### src/rtl/dfc_pkg.sv
`default_nettype none

package dfc_pkg;

	localparam int unsigned MAX_FRAME_BYTES = 150;

	localparam logic [7:0] START_MARK = 8'h2A;
	localparam logic [7:0] END_MARK   = 8'h23;
	localparam logic [7:0] POS_LIMIT  = 8'hFF;

	typedef enum logic [2:0] {
		V_ACCEPT    = 3'd0,
		V_BAD_START = 3'd1,
		V_BAD_END   = 3'd2,
		V_BAD_SUM   = 3'd3,
		V_WRONG_DST = 3'd4,
		V_TOO_LONG  = 3'd5
	} verdict_t;

	typedef enum logic [2:0] {
		K_START,
		K_DEST,
		K_SRC,
		K_LEN,
		K_PAYLOAD,
		K_CHECK,
		K_END,
		K_IGNORE
	} byte_kind_t;

	typedef struct packed {
		byte_kind_t  kind;
		logic [7:0]  data;
		logic        last;
		logic        short_hdr;
	} entry_t;

endpackage

`default_nettype wire

### src/rtl/dfc_res_if.sv
`default_nettype none

interface dfc_res_if;
	logic       valid;
	logic       ready;
	logic [2:0] verdict;
	logic [7:0] dest_address;
	logic [7:0] source_address;
	logic [7:0] payload_length;
	logic [7:0] computed_sum;

	modport source (
		output valid, output verdict, output dest_address, output source_address,
		output payload_length, output computed_sum, input ready
	);
	modport sink (
		input valid, input verdict, input dest_address, input source_address,
		input payload_length, input computed_sum, output ready
	);
endinterface

`default_nettype wire

### src/rtl/dfc_back.sv
`default_nettype none

module dfc_back (
	input  wire             clk,
	input  wire             arst_n,
	input  wire  [7:0]      own_address,
	input  wire             head_valid,
	input  dfc_pkg::entry_t head,
	output logic            pop,
	dfc_res_if.source       res
);
	import dfc_pkg::*;

	logic [7:0] dest_q, src_q, len_q, sum_q;
	logic       start_ok_q, end_ok_q, sum_ok_q;
	logic [7:0] dest_n, src_n, len_n, sum_n;
	logic       start_ok_n, end_ok_n, sum_ok_n;
	logic       out_valid_q;
	verdict_t   verdict_q, verdict_n;
	logic [7:0] out_dest_q, out_src_q, out_len_q, out_sum_q;
	logic [8:0] frame_len;

	assign pop = head_valid && (!head.last || !out_valid_q || res.ready);

	always_comb begin
		dest_n     = dest_q;
		src_n      = src_q;
		len_n      = len_q;
		sum_n      = sum_q;
		start_ok_n = start_ok_q;
		end_ok_n   = end_ok_q;
		sum_ok_n   = sum_ok_q;
		case (head.kind)
			K_START:   start_ok_n = (head.data == START_MARK);
			K_DEST:    dest_n     = head.data;
			K_SRC:     src_n      = head.data;
			K_LEN:     len_n      = head.data;
			K_PAYLOAD: sum_n      = sum_q + head.data;
			K_CHECK:   sum_ok_n   = (head.data == sum_q);
			K_END:     end_ok_n   = (head.data == END_MARK);
			default: ;
		endcase
	end

	assign frame_len = {1'b0, len_n} + 9'd6;

	always_comb begin
		if (!start_ok_n) begin
			verdict_n = V_BAD_START;
		end else if (head.short_hdr) begin
			verdict_n = V_BAD_END;
		end else if (frame_len > 9'(MAX_FRAME_BYTES)) begin
			verdict_n = V_TOO_LONG;
		end else if (!end_ok_n) begin
			verdict_n = V_BAD_END;
		end else if (!sum_ok_n) begin
			verdict_n = V_BAD_SUM;
		end else if (dest_n != own_address) begin
			verdict_n = V_WRONG_DST;
		end else begin
			verdict_n = V_ACCEPT;
		end
	end

	always_ff @(posedge clk or negedge arst_n) begin
		if (!arst_n) begin
			dest_q     <= '0;
			src_q      <= '0;
			len_q      <= '0;
			sum_q      <= '0;
			start_ok_q <= 1'b0;
			end_ok_q   <= 1'b0;
			sum_ok_q   <= 1'b0;
		end else if (pop) begin
			if (head.last) begin
				dest_q     <= '0;
				src_q      <= '0;
				len_q      <= '0;
				sum_q      <= '0;
				start_ok_q <= 1'b0;
				end_ok_q   <= 1'b0;
				sum_ok_q   <= 1'b0;
			end else begin
				dest_q     <= dest_n;
				src_q      <= src_n;
				len_q      <= len_n;
				sum_q      <= sum_n;
				start_ok_q <= start_ok_n;
				end_ok_q   <= end_ok_n;
				sum_ok_q   <= sum_ok_n;
			end
		end
	end

	always_ff @(posedge clk or negedge arst_n) begin
		if (!arst_n) begin
			out_valid_q <= 1'b0;
		end else if (pop && head.last) begin
			out_valid_q <= 1'b1;
		end else if (res.ready) begin
			out_valid_q <= 1'b0;
		end
	end

	always_ff @(posedge clk) begin
		if (pop && head.last) begin
			verdict_q  <= verdict_n;
			out_dest_q <= dest_n;
			out_src_q  <= src_n;
			out_len_q  <= len_n;
			out_sum_q  <= sum_n;
		end
	end

	assign res.valid          = out_valid_q;
	assign res.verdict        = verdict_q;
	assign res.dest_address   = out_dest_q;
	assign res.source_address = out_src_q;
	assign res.payload_length = out_len_q;
	assign res.computed_sum   = out_sum_q;

endmodule

`default_nettype wire

### src/flat_wrapper.sv
// flat-port wrapper written by rule: the top's interface ports become plain ports
module dfc_back_flat import dfc_pkg::*;
  (clk, arst_n, own_address, head_valid, head, pop, res_valid, res_verdict, res_dest_address, res_source_address, res_payload_length, res_computed_sum, res_ready);
  dfc_res_if res_i ();
  input  wire clk;
  input  wire arst_n;
  input  wire  [7:0] own_address;
  input  wire head_valid;
  input  dfc_pkg::entry_t head;
  output logic pop;
  output wire logic [$bits(res_i.valid)-1:0] res_valid;
  output wire logic [$bits(res_i.verdict)-1:0] res_verdict;
  output wire logic [$bits(res_i.dest_address)-1:0] res_dest_address;
  output wire logic [$bits(res_i.source_address)-1:0] res_source_address;
  output wire logic [$bits(res_i.payload_length)-1:0] res_payload_length;
  output wire logic [$bits(res_i.computed_sum)-1:0] res_computed_sum;
  input wire logic [$bits(res_i.ready)-1:0] res_ready;
  assign res_valid = res_i.valid;
  assign res_verdict = res_i.verdict;
  assign res_dest_address = res_i.dest_address;
  assign res_source_address = res_i.source_address;
  assign res_payload_length = res_i.payload_length;
  assign res_computed_sum = res_i.computed_sum;
  assign res_i.ready = res_ready;
  dfc_back u_core (.clk(clk), .arst_n(arst_n), .own_address(own_address), .head_valid(head_valid), .head(head), .pop(pop), .res(res_i));
endmodule
### config.mk
export PLATFORM = sky130hd
export DESIGN_NAME = dfc_back_flat
export DESIGN_NICKNAME = d
export VERILOG_FILES = /design/src/rtl/dfc_pkg.sv /design/src/rtl/dfc_res_if.sv /design/src/rtl/dfc_back.sv /design/src/flat_wrapper.sv
export SDC_FILE = /design/constraint.sdc
export NUM_CORES = 1
export LEC_CHECK = 0
export CORE_MARGIN = 1.5
export CORE_UTILIZATION = 45
export CTS_BUF_LIST = sky130_fd_sc_hd__clkbuf_4
export CTS_CLUSTER_DIAMETER = 40
export CTS_CLUSTER_SIZE = 24
export DETAILED_ROUTE_END_ITERATION = 10
export DONT_BUFFER_PORTS = 1
export GPL_TIMING_DRIVEN = 0
export PLACE_DENSITY = 0.6
export SYNTH_ARGS = -nofsm -noshare
export SYNTH_HDL_FRONTEND = slang
export SYNTH_SLANG_ARGS = --single-unit
### constraint.sdc
create_clock -name clk -period 2.6 [get_ports clk]
set_input_delay 0.39 -clock clk [delete_from_list [all_inputs] [get_ports clk]]
set_output_delay 0.39 -clock clk [all_outputs]
set_load 0.005 [all_outputs]
Yosys cells after proc, flatten, opt, wreduce, memory -nomap -nowiden

Index checks and enable logic that the tools add are counted.

Bits of input ports: 25
Register bits after elaboration: 71
Word-level logic and storage cells: 58
Output and inout bits: 37

Magnitude comparators: 1
Equality and inequality tests: 10
Reductions and logical operators: 9
Multiplexer cells: 21
Bitwise logic cells: 1
Add/subtract/negate cells: 2

Operator list:

| kind                                                | count |
|---|---|
| 2-to-1 mux 8 bit                                    | 8 |
| equality test 8 x 6 -> 1 bit, second input constant | 2 |
| 2-to-1 mux 3 bit                                    | 4 |
| adder 8 x 3 -> 9 bit, second input constant         | 1 |
| equality test 3 bit, second input constant          | 3 |
| > comparator 9 x 8 -> 1 bit, second input constant  | 1 |
| adder 8 bit                                         | 1 |
| equality test 8 bit                                 | 1 |
| 2-to-1 mux 1 bit                                    | 8 |
| inequality test 8 bit                               | 1 |
| equality test 3 x 2 -> 1 bit, second input constant | 2 |
| equality test 3 x 1 -> 1 bit, second input constant | 1 |
| zero test 3 bit                                     | 1 |
| logical AND 1 bit                                   | 2 |
| zero test 1 bit                                     | 2 |
| logical OR 1 bit                                    | 2 |
| 2-to-1 mux 2 bit                                    | 1 |
| nonzero test 2 bit                                  | 1 |
| OR reduction 2 bit                                  | 1 |
| NOT 1 bit                                           | 1 |

Depth between registers and ports, before layout

Depth in word-level cells: 8
Depth in mapped cells: 11

Worst setup path before layout

No wires, ideal clock.

Path kind: register to register
Start: register u_core.out_valid_q, in the netlist u_core.res.valid
End: register u_core.out_sum_q[0], in the netlist u_core.res.computed_sum[0], enable pin
Arrival: 2,412 ps
Library setup time: 428 ps
Stages on the path, launching flop included: 6
Path buffers: 1
Setup slack: -240 ps
Required time: 2,172 ps
Path through: dfrtp_1 -> nor2b_1 -> nand2_1 -> nand2_1 -> clkbuf_1 -> nor2_1

Word-level cells in the longest chain between the ends: 5

Ends and longest elaborated chain:

| item                          | line            | RTL |
|---|---|---|
| from (decl)                   | dfc_back.sv:18  | `logic out_valid_q;` |
| from (signal assigned)        | dfc_back.sv:97  | `out_valid_q <= 1'b0;` |
| from (signal assigned)        | dfc_back.sv:99  | `out_valid_q <= 1'b1;` |
| from (signal assigned)        | dfc_back.sv:101 | `out_valid_q <= 1'b0;` |
| zero test 1 bit               | dfc_back.sv:23  | `assign pop = head_valid && (!head.last \|\| !out_valid_q \|\| res.ready);` |
| logical OR 1 bit (2 in a row) | dfc_back.sv:23  |  |
| logical AND 1 bit             | dfc_back.sv:23  |  |
| logical AND 1 bit             | dfc_back.sv:106 | `if (pop && head.last) begin` |
| to (signal assigned)          | dfc_back.sv:111 | `out_sum_q <= sum_n;` |
| to (decl)                     | dfc_back.sv:20  | `logic [7:0] out_dest_q, out_src_q, out_len_q, out_sum_q;` |

No other way between the ends.
A chain may end at the register's enable or synchronous reset.

Worst setup path in the final report

Start: register u_core.sum_q[0]
End: register u_core.out_sum_q[6], in the netlist u_core.res.computed_sum[6], data pin

Word-level cells in the longest chain between the ends: 2

Ends and longest elaborated chain:

| item                      | line           | RTL |
|---|---|---|
| from (decl)               | dfc_back.sv:14 | `logic [7:0] dest_q, src_q, len_q, sum_q;` |
| from (signal assigned)    | dfc_back.sv:87 | `sum_q <= sum_n;` |
| adder 8 bit               | dfc_back.sv:38 | `K_PAYLOAD: sum_n = sum_q + head.data;` |
| 2-to-1 mux 8 bit          | dfc_back.sv:33 | `case (head.kind)` |
| named net u_core.sum_n[6] | dfc_back.sv:16 | `logic [7:0] dest_n, src_n, len_n, sum_n;` |

The timed path passes the listed nets, and every way through them passes these cells.

==> results.yml <==
clocking:
  ctsLongestPathBuffers: 2
  h-tree-depth: 3
  cts_tree: "built"
  clock-sinks: 71
  cts_post_setup_buffers_inserted: 0
  clk_latency_ps: 430
  clk_pin_slew_ps: 130
  cts-root-buf: "sky130_fd_sc_hd__clkbuf_4"
  cts_made_buffers: 9
pwr:
  vdd_ir_drop_max_mv: 0.235
  powerDensity_nw_per_um2: 583
  total_leakage_power_nw: 1.59
sta:
  clock-skew-final_ps: 13.7
  hold_viol: 0
  setup_tns_ps: 0
  number_of_setup_violations_in_the_final_report: 0
  max_clock_freq_ghz: 0.442
  slew_violations: 0
  tightestPinTransition_ps: 680
  final_period_minus_worst_setup_slack_ps: 2260
  post-route-worst-setup-slack_ps: 338
  finalCritPeriodShare_pct: 87.0
  timing.slew.headroom_pct: 54.5
  rsz_0062_raised_after_global_routing: "false"
min_path:
  holdCritPathClass: "input port to flip-flop"
placed_design:
  gp_congestion: 0.923
  portBuffers: 0
  dpl.hpwl_um: 5330
  post-place-ws_ps: 100
global_routing:
  grt_antenna_before_repair: 0
  grt_first_pass_wirelength_um: 12700
  track_usage_pct: 20.6
  vias_in_the_first_global_route: 2400
  grt_max_degree: 37
  grt_overflow: 0
setup_path:
  worst_setup_path_start_kind: "flip-flop"
  crit_fanout: 3
  cp_data_arrival_time_ps: 2440
  end_kind: "flip-flop"
  reg_to_reg_slack_setup_ps: 340
  required_ps: 2780
  worstSetupPathType: "flip-flop to flip-flop"
yosys:
  synth_top_area_cell: "sky130_fd_sc_hd__edfxtp_1"
  synth-async-reset-ratio_pct: 50.7
  synth_fp_nets: 316
  synth-warning-count: 0
  synth_enable_flop_cells: 35
  ys.flop_type: "sky130_fd_sc_hd__dfrtp_1"
  synth.yosys.seq_area_share_pct: 56.6
  post_synth.cell_area_avg_um2: 12.2
  synthCells: 282
  synth.top_cells.by_count: "sky130_fd_sc_hd__dfrtp_1, sky130_fd_sc_hd__edfxtp_1, sky130_fd_sc_hd__a22o_1, sky130_fd_sc_hd__inv_1, sky130_fd_sc_hd__nand2_1"
  synth_top_area_share_pct: 30.5
  synth.ff_latch_count: 71
  synthTopCellsByArea: "sky130_fd_sc_hd__edfxtp_1, sky130_fd_sc_hd__dfrtp_1, sky130_fd_sc_hd__mux2_2"
  synth_most_common_cell: "sky130_fd_sc_hd__dfrtp_1"
  yosys.cell_types.count: 49
  synth_area_um2: 3450
die:
  floorplan.io_pins: 62
  core.rowCount: 31
  die_height_um: 90.6
  initial_utilization_pct: 47.1
  core-area_um2: 7330
  floorplan.die.width_um: 90.6
  die-area_um2: 8200
routing:
  drt_first_iter_violations: 116
  post_drt_via_cell_ratio: 5.81
  routed_wire_length_per_instance_um: 20.0
  detailedRoute.firstPassIterationCount: 4
  route.final.wire_length_um: 8010
  route.detailed.drc: 0
  detailroute.via_count: 2323
  postRouteAntennaNets: 0
run_status:
  status: "complete, no violations"
final_layout:
  antenna_cells_inserted: 0
  area_growth_pct: 8.38
  n_fill_cell: 662
  share_of_post_route_cells_with_drive_strength_above_1_pct: 15.3
  design.final.nets: 330
run:
  timing.max_cap.violations: 0
per-stage QoR:
step | area (um^2) | util [%] | hold WS, ps | total power [mW] | instances
6_report | 3740 | 51.0 | 175 | 2.18 | 400
5_1_grt | 3740 | 51.0 | 168 | 2.29 | 400
4_1_cts | 3740 | 51.0 | 151 | 2.20 | 400
3_5_place_dp | 3600 | 49.1 | 95.2 | 1.59 | 382
3_3_place_gp | 3580 | 48.8 | 95.3 | 1.58 | 381
2_1_floorplan | 3450 | - | 94.4 | 1.52 | 282
final timing paths:
check | from | end | depth (start not counted)
setup / recovery | u_core.sum_q[0]$_DFFE_PN0P_ | u_core.res.computed_sum[6]$_DFFE_PP_ | 7
hold / removal | head[4] | u_core.dest_q[2]$_DFFE_PN0P_ | 2
setup reg to reg | u_core.sum_q[0]$_DFFE_PN0P_ | u_core.res.computed_sum[6]$_DFFE_PP_ | 7
hold reg to reg | u_core.dest_q[0]$_DFFE_PN0P_ | u_core.dest_q[0]$_DFFE_PN0P_ | 2
max in group asynchronous | arst_n | u_core.sum_q[3]$_DFFE_PN0P_ | 2
min in group asynchronous | arst_n | u_core.dest_q[2]$_DFFE_PN0P_ | 2
where the power goes:
| group | internal, mW | switching [mW] |
|---|---|---|
| combinational | 0.127 | 0.162 |
| clock | 0.187 | 0.406 |
| sequential | 1.25 | 0.0428 |
| total | 1.57 | 0.611 |
flip-flops by register name (all words and copies together) (netlist names):
name	count
u_core.res.payload_length	8
u_core.res.valid	1
u_core.sum_q	8
u_core.res.source_address	8
u_core.sum_ok_q	1
u_core.dest_q	8
u_core.res.dest_address	8
u_core.res.verdict	3
u_core.res.computed_sum	8
u_core.src_q	8
u_core.start_ok_q	1
u_core.len_q	8
u_core.end_ok_q	1
area by class of cell:
type | count | area (um^2) | share of cell area [%]
buffer | 10 | 43.8 | 1.17
timing repair buffer | 3 | 50.0 | 1.34
tap | 99 | 124 | 3.31
inverter | 20 | 75.1 | 2.01
sequential | 71 | 1950 | 52.2
multi-input combinational | 181 | 1390 | 37.1
clock inverter | 7 | 40.0 | 1.07
clock buffer | 9 | 67.6 | 1.81
critical path, cell delays in order (launching register included):
cell and delay (ps):
sky130_fd_sc_hd__dfrtp_1 420, sky130_fd_sc_hd__ha_1 220, sky130_fd_sc_hd__fa_1 410, sky130_fd_sc_hd__a21o_1 170, sky130_fd_sc_hd__a21oi_1 210, sky130_fd_sc_hd__o21ai_0 150
sky130_fd_sc_hd__xor2_1 170, sky130_fd_sc_hd__mux2_2 270
kinds of logic (layout without fill, tap and decap cells):
| kind of cell | after synthesis | after routing | synth area share [%] |
|---|---|---|---|
| AO/OA/AOI/OAI | 72 | 72 | 14.8 |
| flip-flops | 71 | 71 | 56.6 |
| buffers and inverters | 30 | 49 | 3.45 |
| adder cells (fa/ha/maj) | 9 | 9 | 3.48 |
| multiplexers | 26 | 26 | 8.34 |
| XOR/XNOR | 14 | 14 | 3.55 |
| AND/OR/NAND/NOR | 60 | 60 | 9.83 |
placed cells by master (no fill, tap or decap), types with 2 or more instances in the layout:
cell	n
sky130_fd_sc_hd__clkinvlp_4	2
sky130_fd_sc_hd__and3_1	2
sky130_fd_sc_hd__nand3b_1	2
sky130_fd_sc_hd__o21ai_0	14
sky130_fd_sc_hd__clkbuf_1	7
sky130_fd_sc_hd__ha_1	8
sky130_fd_sc_hd__dfrtp_1	36
sky130_fd_sc_hd__inv_1	20
sky130_fd_sc_hd__a32o_1	2
sky130_fd_sc_hd__nor2b_1	4
sky130_fd_sc_hd__clkbuf_4	9
sky130_fd_sc_hd__nor2_1	7
sky130_fd_sc_hd__buf_2	2
sky130_fd_sc_hd__clkinv_2	5
sky130_fd_sc_hd__nand3_1	2
sky130_fd_sc_hd__a211o_1	2
sky130_fd_sc_hd__a21oi_1	12
sky130_fd_sc_hd__edfxtp_1	35
sky130_fd_sc_hd__mux2_2	18
sky130_fd_sc_hd__nor4_1	3
sky130_fd_sc_hd__mux2i_1	7
sky130_fd_sc_hd__o211ai_1	3
sky130_fd_sc_hd__or3_1	3
sky130_fd_sc_hd__nor3_1	7
sky130_fd_sc_hd__buf_12	2
sky130_fd_sc_hd__a22o_1	20
sky130_fd_sc_hd__o2111ai_1	2
sky130_fd_sc_hd__o22ai_1	8
sky130_fd_sc_hd__xor2_1	6
sky130_fd_sc_hd__xnor2_1	8
sky130_fd_sc_hd__nand2_1	19
per-layer routing:
layer	routed length, um	global-route usage [%]	vias to the layer above
met5	0	0	-
met4	155	9.52	0
met3	533	5.30	14
met2	3590	30.8	78
met1	3740	27.9	1142
li1	-	-	1089
timing repair:
| item | CTS | global route |
|---|---|---|
| hold endpoints to repair | 36 | 0 |
| gates resized for setup | 0 | 0 |
| hold buffers | 2 | 0 |
Note: power is estimated with default switching activity, not from simulation.
